## src/hw/rtl/tour_crossover_repair_top_macros.svh

```systemverilog
// ----------------------------------------------------------------------------
// tour_crossover_repair_top_macros.svh
// assertion macros shared by the tour crossover repair rtl
// ----------------------------------------------------------------------------
`ifndef TOUR_CROSSOVER_REPAIR_TOP_MACROS_SVH
`define TOUR_CROSSOVER_REPAIR_TOP_MACROS_SVH

// same-cycle implication
`define TCR_ASSERT_IMP(name, clk, rstn, ante, cons) \
  name: assert property (@(posedge clk) disable iff (!rstn) (ante) |-> (cons)) \
    else $error("tcr check failed");

// next-cycle implication
`define TCR_ASSERT_NXT(name, clk, rstn, ante, cons) \
  name: assert property (@(posedge clk) disable iff (!rstn) (ante) |=> (cons)) \
    else $error("tcr check failed");

`endif

```

## src/hw/rtl/tcr_pkg.sv

```systemverilog
// ----------------------------------------------------------------------------
// tcr_pkg
// types, constants and helpers for the tour crossover repair block
// ----------------------------------------------------------------------------
package tcr_pkg;

  localparam int MAX_NODES   = 32;
  localparam int STORE_DEPTH = 32;
  localparam int NODE_W      = 5;
  localparam int IDX_W       = $clog2(STORE_DEPTH);
  localparam int CNT_W       = 6;
  localparam int POS_W       = 6;
  localparam int N_HI        = (MAX_NODES < STORE_DEPTH) ? MAX_NODES : STORE_DEPTH;

  localparam logic [CNT_W-1:0] NODE_COUNT_RST = CNT_W'(32);
  localparam logic [CNT_W-1:0] MIN_NODES      = CNT_W'(4);
  localparam logic [CNT_W-1:0] MAX_EFF        = CNT_W'(N_HI);
  localparam logic [CNT_W-1:0] CUT_MIN        = CNT_W'(2);
  localparam logic [POS_W-1:0] POS_MAX        = POS_W'((2 ** POS_W) - 1);
  localparam logic [1:0]       CNT_SAT        = 2'd3;

  typedef logic [NODE_W-1:0] node_t;
  typedef logic [IDX_W-1:0]  idx_t;
  typedef logic [1:0]        occ_t;
  typedef logic [CNT_W-1:0]  ncnt_t;

  typedef enum logic [2:0] {
    ST_LOAD,
    ST_BUILD,
    ST_REPAIR,
    ST_SWAP_RD,
    ST_SWAP_WP,
    ST_SWAP_WQ,
    ST_EMIT
  } state_e;

  typedef enum logic [2:0] {
    LOP_NONE,
    LOP_BUILD,
    LOP_REPAIR,
    LOP_SWAP_RD,
    LOP_SWAP_WP,
    LOP_SWAP_WQ
  } lane_op_e;

  typedef struct packed {
    lane_op_e op;
    logic     clr;
    idx_t     idx;
    node_t    build_node;
    ncnt_t    n;
    logic     swap_en;
    idx_t     swap_p;
    idx_t     swap_q;
  } lane_ctrl_t;

  function automatic occ_t sat_inc(input occ_t c);
    occ_t r;
    r = (c == CNT_SAT) ? c : occ_t'(c + 2'd1);
    return r;
  endfunction

  function automatic logic swap_ok(input logic en, input node_t p, input node_t q,
                                   input ncnt_t n);
    logic r;
    r = en && (p != '0) && (ncnt_t'(p) < n) && (q != '0) && (ncnt_t'(q) < n);
    return r;
  endfunction

endpackage

```

## src/hw/rtl/tcr_lane.sv

```systemverilog
// ----------------------------------------------------------------------------
// tcr_lane
// one child lane: child store, occurrence counts, missing-node search, swap
// ----------------------------------------------------------------------------
module tcr_lane (
  input  logic                clk_i,
  input  tcr_pkg::lane_ctrl_t ctrl_i,
  output tcr_pkg::node_t      node_o
);

  tcr_pkg::node_t child_q [tcr_pkg::STORE_DEPTH];
  tcr_pkg::occ_t  cnt_q   [tcr_pkg::STORE_DEPTH];
  tcr_pkg::node_t tmp_q;

  tcr_pkg::idx_t  rd_addr;
  tcr_pkg::node_t rd_node;
  logic           found;
  tcr_pkg::idx_t  free_k;
  logic           dup;
  logic           wr_en;
  tcr_pkg::idx_t  wr_addr;
  tcr_pkg::node_t wr_data;
  logic           bump_en;
  tcr_pkg::idx_t  bump_node;

  always_comb begin
    case (ctrl_i.op)
      tcr_pkg::LOP_SWAP_RD: rd_addr = ctrl_i.swap_p;
      tcr_pkg::LOP_SWAP_WP: rd_addr = ctrl_i.swap_q;
      default:              rd_addr = ctrl_i.idx;
    endcase
    rd_node = child_q[rd_addr];
  end

  // lowest node below n that has not been seen yet
  always_comb begin
    found  = 1'b0;
    free_k = '0;
    for (int k = tcr_pkg::STORE_DEPTH - 1; k >= 0; k--) begin
      if (cnt_q[k] == 2'd0 && tcr_pkg::CNT_W'(k) < ctrl_i.n) begin
        found  = 1'b1;
        free_k = tcr_pkg::IDX_W'(k);
      end
    end
  end

  assign dup = (cnt_q[rd_node] == tcr_pkg::CNT_SAT);

  always_comb begin
    wr_en     = 1'b0;
    wr_addr   = ctrl_i.idx;
    wr_data   = rd_node;
    bump_en   = 1'b0;
    bump_node = rd_node;
    unique case (ctrl_i.op)
      tcr_pkg::LOP_BUILD: begin
        wr_en     = 1'b1;
        wr_data   = ctrl_i.build_node;
        bump_en   = 1'b1;
        bump_node = ctrl_i.build_node;
      end
      tcr_pkg::LOP_REPAIR: begin
        bump_en = 1'b1;
        if (dup && found) begin
          wr_en     = 1'b1;
          wr_data   = free_k;
          bump_node = free_k;
        end
      end
      tcr_pkg::LOP_SWAP_WP: begin
        wr_en   = ctrl_i.swap_en;
        wr_addr = ctrl_i.swap_p;
        wr_data = rd_node;
      end
      tcr_pkg::LOP_SWAP_WQ: begin
        wr_en   = ctrl_i.swap_en;
        wr_addr = ctrl_i.swap_q;
        wr_data = tmp_q;
      end
      default: begin
      end
    endcase
  end

  always_ff @(posedge clk_i) begin
    if (wr_en) begin
      child_q[wr_addr] <= wr_data;
    end
    if (ctrl_i.clr) begin
      for (int k = 0; k < tcr_pkg::STORE_DEPTH; k++) begin
        cnt_q[k] <= '0;
      end
    end else if (bump_en) begin
      cnt_q[bump_node] <= tcr_pkg::sat_inc(cnt_q[bump_node]);
    end
    if (ctrl_i.op == tcr_pkg::LOP_SWAP_RD) begin
      tmp_q <= rd_node;
    end
  end

  assign node_o = rd_node;

endmodule

```

## src/hw/rtl/tcr_merge.sv

```systemverilog
// ----------------------------------------------------------------------------
// tcr_merge
// joins both lanes into one result beat and holds it in the output register
// ----------------------------------------------------------------------------
module tcr_merge (
  input  logic           clk_i,
  input  logic           rst_ni,
  input  logic           load_i,
  input  tcr_pkg::node_t node_a_i,
  input  tcr_pkg::node_t node_b_i,
  input  tcr_pkg::idx_t  pos_i,
  input  logic           last_i,
  output logic           ready_o,
  output logic           out_valid_o,
  input  logic           out_stall_i,
  output tcr_pkg::node_t child_a_node_o,
  output tcr_pkg::node_t child_b_node_o,
  output tcr_pkg::idx_t  out_position_o,
  output logic           out_last_o
);

  logic           valid_q, valid_d;
  tcr_pkg::node_t a_q, b_q;
  tcr_pkg::idx_t  pos_q;
  logic           last_q;

  assign ready_o = !valid_q || !out_stall_i;
  assign valid_d = ready_o ? load_i : valid_q;

  always_ff @(posedge clk_i or negedge rst_ni) begin
    if (!rst_ni) begin
      valid_q <= 1'b0;
    end else begin
      valid_q <= valid_d;
    end
  end

  always_ff @(posedge clk_i) begin
    if (ready_o && load_i) begin
      a_q    <= node_a_i;
      b_q    <= node_b_i;
      pos_q  <= pos_i;
      last_q <= last_i;
    end
  end

  assign out_valid_o    = valid_q;
  assign child_a_node_o = a_q;
  assign child_b_node_o = b_q;
  assign out_position_o = pos_q;
  assign out_last_o     = last_q;

endmodule

```

## src/hw/rtl/tour_crossover_repair_top.sv

```systemverilog
// ----------------------------------------------------------------------------
// tour_crossover_repair_top
// single-point crossover of two tours with duplicate repair and swap
// ----------------------------------------------------------------------------
// input channel: one beat per tour position, carrying a node of each parent;
//   the beat with load_last_i set also carries cut point and swap draws
// output channel: n beats per pair, one per position, out_last_o on the last
// cfg: cfg_we_i writes cfg_node_count_i (n, clamped to 4..32), reset 32
// loading accepts a beat whenever in_stall_o is low; after the last beat in_stall_o
//   stays high through build and count, repair, the swap states SWAP_RD, SWAP_WP
//   and SWAP_WQ, and emission, where the n results go out at one beat per cycle
//   while the receiver does not stall
// build and repair run in the two child lanes, which step through one store
//   entry per cycle; the search for the missing node sits in each lane
// the first result beat reaches the output register once the swap states are done
// a stall on the output holds the beat in the output register and pauses
//   emission; the next pair is taken while the final beat still waits
// reset empties the output register, clears the load position and sets n
// ----------------------------------------------------------------------------
`include "tour_crossover_repair_top_macros.svh"

module tour_crossover_repair_top (
  input  logic       clk_i,
  input  logic       rst_ni,
  input  logic       cfg_we_i,
  input  logic [5:0] cfg_node_count_i,
  input  logic       in_valid_i,
  output logic       in_stall_o,
  input  logic [4:0] parent_a_node_i,
  input  logic [4:0] parent_b_node_i,
  input  logic [4:0] cut_point_i,
  input  logic       mutate_a_i,
  input  logic [4:0] swap_a_first_i,
  input  logic [4:0] swap_a_second_i,
  input  logic       mutate_b_i,
  input  logic [4:0] swap_b_first_i,
  input  logic [4:0] swap_b_second_i,
  input  logic       load_last_i,
  output logic       out_valid_o,
  input  logic       out_stall_i,
  output logic [4:0] child_a_node_o,
  output logic [4:0] child_b_node_o,
  output logic [4:0] out_position_o,
  output logic       out_last_o
);

  tcr_pkg::ncnt_t  node_count_q;
  tcr_pkg::state_e state_q, state_d;
  logic [tcr_pkg::POS_W-1:0] pos_q;
  tcr_pkg::idx_t   j_q, j_d;
  tcr_pkg::idx_t   cut_q;
  logic            en_a_q, en_b_q;
  tcr_pkg::idx_t   pa_q, qa_q, pb_q, qb_q;
  tcr_pkg::node_t  parent_a_q [tcr_pkg::STORE_DEPTH];
  tcr_pkg::node_t  parent_b_q [tcr_pkg::STORE_DEPTH];

  tcr_pkg::ncnt_t  n_eff, n_m1, n_m2, cut_c;
  logic            in_acc, pair_done, j_end;
  tcr_pkg::lane_op_e  lop;
  tcr_pkg::lane_ctrl_t ctrl_a, ctrl_b;
  tcr_pkg::node_t  lane_a_node, lane_b_node;
  logic            mg_load, mg_ready;

  always_comb begin
    if (node_count_q < tcr_pkg::MIN_NODES) begin
      n_eff = tcr_pkg::MIN_NODES;
    end else if (node_count_q > tcr_pkg::MAX_EFF) begin
      n_eff = tcr_pkg::MAX_EFF;
    end else begin
      n_eff = node_count_q;
    end
  end

  assign n_m1      = n_eff - tcr_pkg::ncnt_t'(1);
  assign n_m2      = n_eff - tcr_pkg::ncnt_t'(2);
  assign j_end     = (tcr_pkg::ncnt_t'(j_q) == n_m1);
  assign in_stall_o = (state_q != tcr_pkg::ST_LOAD);
  assign in_acc    = in_valid_i && !in_stall_o;
  assign pair_done = in_acc && load_last_i;

  always_comb begin
    if (tcr_pkg::ncnt_t'(cut_point_i) > n_m2) begin
      cut_c = n_m2;
    end else if (tcr_pkg::ncnt_t'(cut_point_i) < tcr_pkg::CUT_MIN) begin
      cut_c = tcr_pkg::CUT_MIN;
    end else begin
      cut_c = tcr_pkg::ncnt_t'(cut_point_i);
    end
  end

  // sequencer
  always_comb begin
    state_d = state_q;
    j_d     = j_q;
    lop     = tcr_pkg::LOP_NONE;
    mg_load = 1'b0;
    unique case (state_q)
      tcr_pkg::ST_LOAD: begin
        if (pair_done) begin
          state_d = tcr_pkg::ST_BUILD;
          j_d     = '0;
        end
      end
      tcr_pkg::ST_BUILD: begin
        lop = tcr_pkg::LOP_BUILD;
        j_d = j_end ? '0 : tcr_pkg::idx_t'(j_q + 1'b1);
        if (j_end) begin
          state_d = tcr_pkg::ST_REPAIR;
        end
      end
      tcr_pkg::ST_REPAIR: begin
        lop = tcr_pkg::LOP_REPAIR;
        j_d = j_end ? '0 : tcr_pkg::idx_t'(j_q + 1'b1);
        if (j_end) begin
          state_d = tcr_pkg::ST_SWAP_RD;
        end
      end
      tcr_pkg::ST_SWAP_RD: begin
        lop     = tcr_pkg::LOP_SWAP_RD;
        state_d = tcr_pkg::ST_SWAP_WP;
      end
      tcr_pkg::ST_SWAP_WP: begin
        lop     = tcr_pkg::LOP_SWAP_WP;
        state_d = tcr_pkg::ST_SWAP_WQ;
      end
      tcr_pkg::ST_SWAP_WQ: begin
        lop     = tcr_pkg::LOP_SWAP_WQ;
        state_d = tcr_pkg::ST_EMIT;
        j_d     = '0;
      end
      tcr_pkg::ST_EMIT: begin
        mg_load = 1'b1;
        if (mg_ready) begin
          j_d = j_end ? '0 : tcr_pkg::idx_t'(j_q + 1'b1);
          if (j_end) begin
            state_d = tcr_pkg::ST_LOAD;
          end
        end
      end
      default: begin
        state_d = tcr_pkg::ST_LOAD;
      end
    endcase
  end

  always_ff @(posedge clk_i or negedge rst_ni) begin
    if (!rst_ni) begin
      state_q      <= tcr_pkg::ST_LOAD;
      j_q          <= '0;
      pos_q        <= '0;
      node_count_q <= tcr_pkg::NODE_COUNT_RST;
    end else begin
      state_q <= state_d;
      j_q     <= j_d;
      if (cfg_we_i) begin
        node_count_q <= cfg_node_count_i;
      end
      if (in_acc) begin
        if (load_last_i) begin
          pos_q <= '0;
        end else if (pos_q != tcr_pkg::POS_MAX) begin
          pos_q <= pos_q + 1'b1;
        end
      end
    end
  end

  always_ff @(posedge clk_i) begin
    if (in_acc && (tcr_pkg::ncnt_t'(pos_q) < n_eff)) begin
      parent_a_q[pos_q[tcr_pkg::IDX_W-1:0]] <= parent_a_node_i;
      parent_b_q[pos_q[tcr_pkg::IDX_W-1:0]] <= parent_b_node_i;
    end
    if (pair_done) begin
      cut_q  <= cut_c[tcr_pkg::IDX_W-1:0];
      en_a_q <= tcr_pkg::swap_ok(mutate_a_i, swap_a_first_i, swap_a_second_i, n_eff);
      pa_q   <= swap_a_first_i;
      qa_q   <= swap_a_second_i;
      en_b_q <= tcr_pkg::swap_ok(mutate_b_i, swap_b_first_i, swap_b_second_i, n_eff);
      pb_q   <= swap_b_first_i;
      qb_q   <= swap_b_second_i;
    end
  end

  always_comb begin
    ctrl_a.op         = lop;
    ctrl_a.clr        = pair_done;
    ctrl_a.idx        = j_q;
    ctrl_a.build_node = (j_q < cut_q) ? parent_a_q[j_q] : parent_b_q[j_q];
    ctrl_a.n          = n_eff;
    ctrl_a.swap_en    = en_a_q;
    ctrl_a.swap_p     = pa_q;
    ctrl_a.swap_q     = qa_q;

    ctrl_b.op         = lop;
    ctrl_b.clr        = pair_done;
    ctrl_b.idx        = j_q;
    ctrl_b.build_node = (j_q < cut_q) ? parent_b_q[j_q] : parent_a_q[j_q];
    ctrl_b.n          = n_eff;
    ctrl_b.swap_en    = en_b_q;
    ctrl_b.swap_p     = pb_q;
    ctrl_b.swap_q     = qb_q;
  end

  tcr_lane u_lane_a (
    .clk_i  (clk_i),
    .ctrl_i (ctrl_a),
    .node_o (lane_a_node)
  );

  tcr_lane u_lane_b (
    .clk_i  (clk_i),
    .ctrl_i (ctrl_b),
    .node_o (lane_b_node)
  );

  tcr_merge u_merge (
    .clk_i          (clk_i),
    .rst_ni         (rst_ni),
    .load_i         (mg_load),
    .node_a_i       (lane_a_node),
    .node_b_i       (lane_b_node),
    .pos_i          (j_q),
    .last_i         (j_end),
    .ready_o        (mg_ready),
    .out_valid_o    (out_valid_o),
    .out_stall_i    (out_stall_i),
    .child_a_node_o (child_a_node_o),
    .child_b_node_o (child_b_node_o),
    .out_position_o (out_position_o),
    .out_last_o     (out_last_o)
  );

  `TCR_ASSERT_NXT(a_pair_start, clk_i, rst_ni, pair_done, (state_q == tcr_pkg::ST_BUILD) && (j_q == '0))
  `TCR_ASSERT_NXT(a_emit_end, clk_i, rst_ni, (state_q == tcr_pkg::ST_EMIT) && mg_ready && j_end, (state_q == tcr_pkg::ST_LOAD) && out_valid_o && out_last_o)
  `TCR_ASSERT_NXT(a_beat_order, clk_i, rst_ni, out_valid_o && !out_stall_i && !out_last_o, out_valid_o && (out_position_o == $past(out_position_o) + 1'b1))
  `TCR_ASSERT_IMP(a_emit_stall, clk_i, rst_ni, (state_q == tcr_pkg::ST_EMIT) || (state_q == tcr_pkg::ST_REPAIR), in_stall_o && !pair_done)

endmodule
```

## config.mk

```make
export PLATFORM = sky130hd
export DESIGN_NAME = tour_crossover_repair_top
export DESIGN_NICKNAME = d
export VERILOG_FILES = /design/src/hw/rtl/tcr_pkg.sv /design/src/hw/rtl/tcr_lane.sv /design/src/hw/rtl/tcr_merge.sv /design/src/hw/rtl/tour_crossover_repair_top.sv
export VERILOG_INCLUDE_DIRS = /design/src /design/src/hw/rtl
export SDC_FILE = /design/constraint.sdc
export NUM_CORES = 1
export LEC_CHECK = 0
export ABC_AREA = 1
export ABC_CLOCK_PERIOD_IN_PS = 6300
export BUFFER_PORTS_ARGS = -buffer_cell sky130_fd_sc_hd__buf_4
export CAP_MARGIN = 20
export CORE_MARGIN = 2
export CORE_UTILIZATION = 35
export DETAILED_ROUTE_END_ITERATION = 10
export PLACE_DENSITY_LB_ADDON = 0.25
export SLEW_MARGIN = 25
export SYNTH_ARGS = -nofsm -noshare
export SYNTH_HDL_FRONTEND = slang
export SYNTH_HIERARCHICAL = 1
export SYNTH_SLANG_ARGS = --single-unit
```

## constraint.sdc

```tcl
create_clock -name clk_i -period 6.3 [get_ports clk_i]
set_input_delay 0.945 -clock clk_i [delete_from_list [all_inputs] [get_ports clk_i]]
set_output_delay 0.945 -clock clk_i [all_outputs]
set_load 0.02 [all_outputs]
```

==> results of run 1 <==
state kept, by name (all words and copies together), names as in the netlist, 6 cells and up:
register / flops
u_lane_a/child_q: 160
u_lane_b/cnt_q: 64
parent_b_q: 160
u_lane_a/cnt_q: 64
u_lane_b/child_q: 160
parent_a_q: 160
node_count_q: 6
pos_q: 6
metrics by stage:
step           utilization, %  instances  hold WS, ns
2_1_floorplan               -       3846       0.5118
3_5_place_dp            37.14       5318       0.5657
3_3_place_gp            37.13       5318       0.5643
5_1_grt                 39.99       5495       0.1338
4_1_cts                 39.80       5488       0.1137
6_report                40.00       5499       0.1417
layer usage:
layer | up-vias | share of wire [%] | global-route usage [%]
met4 | 10 | 2.6 | 5.725
met1 | 14909 | 46 | 29.49
li1 | 13992 | - | -
met3 | 224 | 6.8 | 3.470
met5 | - | 0.054 | 0
met2 | 1077 | 45 | 30.99
cell usage in the layout, fill, tap and decap left out, drive strengths merged, types with 2 or more instances in the layout:
| cell | n |
|---|---|
| a2111o | 5 |
| a2111oi | 2 |
| a21o | 3 |
| a21oi | 179 |
| a221o | 6 |
| a221oi | 3 |
| a22oi | 2 |
| a31oi | 8 |
| and3 | 2 |
| buf | 157 |
| bufinv | 8 |
| clkbuf | 110 |
| clkinv | 52 |
| clkinvlp | 6 |
| dfrtp | 20 |
| diode | 4 |
| edfxtp | 821 |
| ha | 38 |
| inv | 254 |
| mux2i | 26 |
| nand2 | 676 |
| nand3 | 319 |
| nand3b | 6 |
| nand4 | 73 |
| nor2 | 550 |
| nor3 | 52 |
| nor4 | 7 |
| o211ai | 76 |
| o21a | 8 |
| o21ai | 326 |
| o21bai | 5 |
| o221ai | 97 |
| o22ai | 24 |
| o311ai | 5 |
| o31ai | 3 |
| o32ai | 13 |
| or2 | 31 |
| xor2 | 6 |
logic make-up after synthesis:
logic type | Yosys count
multiplexers | 26
adder cells (fa/ha/maj) | 38
buffers and inverters | 451
AO/OA/AOI/OAI | 767
flip-flops | 842
AND/OR/NAND/NOR | 1716
XOR/XNOR | 6
synthesized netlist by cell type (5+ instances only):
cell type / count
nor3_1: 50
o21ai_2: 7
o21ai_1: 25
a31oi_1: 7
or2_2: 13
buf_2: 70
nand3_1: 307
nand2_2: 26
inv_1: 215
nor4_1: 7
buf_6: 23
nand3b_1: 5
xor2_1: 6
or2_1: 9
ha_1: 38
o32ai_1: 13
o221ai_1: 97
o21a_1: 8
a2111o_1: 5
nand3_4: 5
clkbuf_1: 62
o311ai_1: 5
nand4_1: 71
inv_4: 6
nand3_2: 7
edfxtp_1: 821
o21bai_1: 5
inv_2: 33
a221o_1: 6
dfrtp_1: 20
nor2_1: 533
or2_0: 8
nor2_2: 7
nand2_4: 12
nor2_4: 6
a21oi_1: 176
nand2_1: 636
buf_4: 33
o211ai_1: 76
o22ai_1: 24
clkinv_1: 6
mux2i_1: 26
o21ai_0: 294
layout make-up:
cell class	count	area, µm²	area share, %
diodes	4	10.01	0.02186
clock buffers	109	2409	5.259
clock inverters	59	594.3	1.298
inverters	261	1023	2.235
multi-input cells	2554	13260	28.96
flip-flops and latches	842	25190	55.00
well taps	1512	1892	4.131
repair buffers	158	1415	3.090
worst max-delay path by stage:
stage | startpoint | cells after the start | to
3_3_place_gp | state_q[1] | 35 | u_lane_b/cnt_q[10][1]
5_1_grt | state_q[0] | 40 | u_lane_a/cnt_q[27][0]
3_5_place_dp | state_q[1] | 35 | u_lane_b/cnt_q[14][1]
4_1_cts | state_q[1] | 39 | u_lane_b/cnt_q[26][0]
6_report | state_q[0] | 36 | u_lane_b/cnt_q[17][0]
2_1_floorplan | state_q[0] | 38 | u_lane_a/cnt_q[10][1]
timing repair:
item / in CTS / in global routing
cloned: 1 / 1
pin swaps: 2 / 4
buffers inserted: 1 / 6
endpoints found under the setup margin: 49 / 224
resized for setup: 4 / 23
==> metrics.md, run 1 <==
| Metric | Value |
|---|---|
| Placer congestion estimate | 0.9553 |
| Synth top area share | just over 60% |
| Worst-Skew Late Latency | 0.70 ns |
| Hold Crit Class | in2async |
| Max frequency | 167.2 MHz |
| Core area | 114,500 µm² |
| Kind of critical path | reg2reg |
| Clk_skew | 0.05533 ns |
| Syn Nets | just under 4,000 |
| Sequential-to-total area share from yosys stat | 62.30% |
| RR Startpoint | state_q[0] |
| RSZ-0062 raised after global routing | no |
| Vias | 30,212 |
| Vias in the first global route | roughly 28,000 |
| Top Family by Delay on Critical Path | simple AND/OR/NAND/NOR gates |
| Worst r2r path cells | 36 |
| TNS Setup | 0 ns |
| Detailed-router iteration count before antenna repair | 6 |
| Slowest Stage Delay on Critical Path | 0.45 ns |
| Initial Utilization | 35.30% |
| Ys Warns | 6 |
| Max-Cap Viols | 0 |
| Cell row count | 124 |
| CTS root buf | clkbuf_16 |
| Area grow syn2layout | 13.32% |
| Crit path launch type | flop |
| Minimum setup slack among reg-to-reg paths | 0.32 ns |
| Main combinational cell family by area after synthesis | simple AND/OR/NAND/NOR gates |
| CTS Buffer Depth | 3 |
| Synth area leader | edfxtp_1 |
| # hold bufs at CTS | 0 |
| Post-Synth XOR/XNOR Area | 0.1300% |
| Worst Setup Slack, final | 0.3196 ns |
| Most frequent CP cell | nand2_1 |
| Total die area | 118,200 µm² |
| Crit Path Max Fanout | 35 |
| CP arrival | 6.40 ns |
| Mapped Area | 40,420 µm² |
| Final-report hold violation count | 0 |
| Minimum clock period | 5.980 ns |
| Final period utilization | 94.93% |
| Layout cell share with drive strength beyond 1 | about 11% |
| Fraction of registers with async set/reset | around 2.5% |
| Clock sink count | 842 |
| Placed inst area | 42,520 µm² |
| Relative slew slack | 30.66% |
| Total CTS buffers | 94 |
| Detail Route Antenna Nets | 0 |
| H-tree depth | 3 |
| Synth Area in Compound Gates | 11.60% |
| Buf+Inv Stages, Crit Path | 8 |
| Initial antenna violation count | 10 |
| IO Port Bufs | 66 |
| Die width | 343.8 µm |
| Detailed placement HPWL | 82.11 mm |
| Place WS | -0.1614 ns |
| Critical Path Sink Type | flop |
| Routed WL | 122.0 mm |
| Drt drc | 0 |
| Largest net degree at the start of global routing | 165 |
| Ys flop type | edfxtp_1 |
| Cells after synthesis | 3,846 |
| Vias per cell | 5.494 |
| DR iter-0 viols | between 3,000 and 4,000 |
| Final net count | approximately 4,000 |
| Synth Area in Simple Gates | 18.96% |
| Reg clk slew, reported paths | ~0.060 ns |
| EDFF count, synth | 821 |
| Synthesis-stage register bit count | 842 |
| GRT Util Overall | 20.24% |
| Crit path max-delay cell type | dfrtp_1 |
| # IOs | 67 |
| Status | completed |
| First-pass GRT wire length | 180.6 mm |
| Synth top area cells | edfxtp_1 61%, nand2_1 5.9%, nor2_1 5.0% |
| Synthesized area per cell | 10.51 µm² |
| Chip Height | 343.8 µm |
| Avg WL per Cell | 22.18 µm |
| Remaining global-route overflow | 0 |
| Worst Max-Slew Pin Slew | slightly above 1 ns |
| Worst Path Required | between 6 and 7 ns |
| Synth cell types | between 60 and 70 |
| Filler instances | roughly 11,000 |
| Multiplexer share of the synthesized area | 0.6439% |
| Area share of fa/ha/maj cells after synthesis | 1.176% |
| Final Max Slew Viols | 0 |
| Worst R2R End | u_lane_b/cnt_q[17][0] |
| Setup violators final | 0 |
| Post-route cell area | 45,800 µm² |
| CTS tree | built |
Power of run 1 is not shown: default switching activity piles up to over one toggle a cycle in this logic, so the estimate is an artifact.
==> inputs of run 2 (changes only) <==
- CELL_PAD_IN_SITES_DETAIL_PLACEMENT: unset -> 0
- CELL_PAD_IN_SITES_GLOBAL_PLACEMENT: unset -> 1
==> metrics.md, run 2 (same netlist as run 1, synthesis figures left out) <==
| Metric | Value |
|---|---|
| Final-report hold violation count | 0 (unchanged) |
| Layout cell share with drive strength beyond 1 | 12.13% (+0.66 points) |
| Most frequent CP cell | nand2_1 |
| Post-route cell area | 46,060 µm² (+0.57%) |
| RR Startpoint | state_q[0] |
| Area of the multi-input gates | 13,280 µm² (+0.15%) |
| First-pass GRT wire length | 184.7 mm (+2.2%) |
| Total die area | 118,200 µm² (unchanged) |
| Routed WL | 125.0 mm (+2.5%) |
| CTS root buf | clkbuf_16 |
| TNS Setup | 0 ns (unchanged) |
| Post-layout util | 40.22% (+0.23 points) |
| Worst-Skew Late Latency | 0.71 ns (about the same) |
| Final Max Slew Viols | 0 (unchanged) |
| Total CTS buffers | 94 (unchanged) |
| CTS Buffer Depth | 3 (unchanged) |
| Core area | 114,500 µm² (unchanged) |
| Setup violators final | 0 (unchanged) |
| Max-Cap Viols | 0 (unchanged) |
| Final net count | 4,013 (+0.38%) |
| Hold Crit Class | in2async |
| Worst R2R End | u_lane_a/cnt_q[23][1] |
| Clk_skew | 0.06372 ns (+0.008387 ns) |
| Slowest Stage Delay on Critical Path | 0.44 ns (about the same) |
| Crit Path Max Fanout | 29 (-17%) |
| Crit path launch type | flop |
| Initial Utilization | 35.30% (unchanged) |
| Worst Max-Slew Pin Slew | 1.038 ns (+0.001579 ns) |
| Avg WL per Cell | 22.65 µm (+2.1%) |
| Remaining global-route overflow | 0 (unchanged) |
| Place WS | -0.3034 ns (-0.1420 ns) |
| Worst r2r path cells | 33 (-8.3%) |
| RSZ-0062 raised after global routing | no |
| Placer congestion estimate | 0.8978 (-6.0%) |
| Crit path max-delay cell type | dfrtp_2 |
| H-tree depth | 3 (unchanged) |
| Critical Path Sink Type | flop |
| Minimum clock period | 5.859 ns (-0.1213 ns) |
| Kind of critical path | reg2reg |
| Max frequency | 170.7 MHz (+2.1%) |
| Commonest cells after routing, fill and taps aside | 821 x edfxtp_1, 634 x nand2_1, 512 x nor2_1, 306 x nand3_1, 293 x o21ai_0 |
| # IOs | 67 (unchanged) |
| # hold bufs at CTS | 0 (unchanged) |
| Detail Route Antenna Nets | 0 (unchanged) |
| Reg clk slew, reported paths | 0.06 ns (about the same) |
| Worst Path Required | 6.71 ns (about the same) |
| CP arrival | 6.27 ns (-0.13 ns) |
| CTS tree | built |
| Largest net degree at the start of global routing | 89 (-46%) |
| Clock sink count | 842 (unchanged) |
| Placed inst area | 42,630 µm² (+0.24%) |
| Vias | 29,734 (-1.6%) |
| Area grow syn2layout | 13.96% |
| Final period utilization | 93.00% (-1.9 points) |
| Detailed-router iteration count before antenna repair | 6 (unchanged) |
| Status | completed |
| Minimum setup slack among reg-to-reg paths | 0.44 ns (+0.12 ns) |
| Sequential cell area | 25,190 µm² (about the same) |
| Worst Setup Slack, final | 0.4409 ns (+0.1213 ns) |
| Vias in the first global route | 28,466 (-0.074%) |
| Filler instances | 11,246 (+0.50%) |
| Cell row count | 124 (unchanged) |
| DR iter-0 viols | 2,754 (-9.7%) |
| IO Port Bufs | 66 (unchanged) |
| GRT Util Overall | 20.88% (+0.64 points) |
| Chip Height | 343.8 µm (unchanged) |
| Initial antenna violation count | 3 (-7) |
| Vias per cell | 5.389 (-1.9%) |
| Commonest non-fill, non-tap cell in the layout | edfxtp_1 |
| Detailed placement HPWL | 83.66 mm (+1.9%) |
| Drt drc | 0 (unchanged) |
| Relative slew slack | 30.56% (-0.11 points) |
| Die width | 343.8 µm (unchanged) |
==> run 2: cell types whose count changed in the layout (fill, tap and decap cells not counted), sizes merged <==
cell	before	now
buf	157	173
bufinv	8	10
clkbuf	110	116
clkinv	52	47
diode	4	1
inv	254	258
nor2	550	549
==> run 2: repair_timing <==
item	CTS	global route
endpoints found under the setup margin	96	400
gates resized for setup	5	45
pin swaps	0	1
setup buffers	0	5
gates cloned	0	1
==> run 2: worst max-delay path: cells and delay by family, from the launching register on <==
kind / cells / cell delay, ns
simple gates: 22 / 3.13
buf+inv: 7 / 0.98
compound gates: 4 / 0.96
flops: 1 / 0.44
==> run 2: layer usage <==
metal,vias to the layer above,part of all wire (%),GRT usage [%],wire length [µm]
met4,0,2.2,5.109,2796
li1,14043,-,-,-
met5,-,0,0,0
met3,169,5.8,3.609,7238
met2,858,47,33.47,58240
met1,14664,45,29.43,56710
==> run 2: stage by stage <==
stage          cells  hold WS (ns)
6_report        5518        0.1702
3_5_place_dp    5336        0.5657
5_1_grt         5518        0.1529
2_1_floorplan   3846        0.5118
4_1_cts         5511        0.1242
3_3_place_gp    5336        0.5666
==> run 2: worst max-delay path by stage <==
| stage | startpoint | endpoint | slack, ns |
|---|---|---|---|
| finish | state_q[0] | u_lane_a/cnt_q[23][1] | 0.44 |
| global route | state_q[0] | u_lane_a/cnt_q[20][1] | 0.009 |
| CTS | state_q[1] | u_lane_b/cnt_q[10][1] | 0.05 |
| detailed placement | state_q[2] | u_lane_b/cnt_q[15][0] | -0.30 |
| global placement | state_q[2] | u_lane_b/cnt_q[18][0] | -0.34 |
| floorplan | state_q[0] | u_lane_a/cnt_q[10][1] | 1.40 |
==> run 2: layout make-up <==
type	count	share of cell area [%]
flip-flops and latches	842	54.70
multi-input cells	2553	28.84
clock buffers	115	5.344
well taps	1512	4.108
repair buffers	174	3.238
inverters	261	2.249
clock inverters	60	1.516
diodes	1	0.005433
Power of run 2 is left out for the same reason.
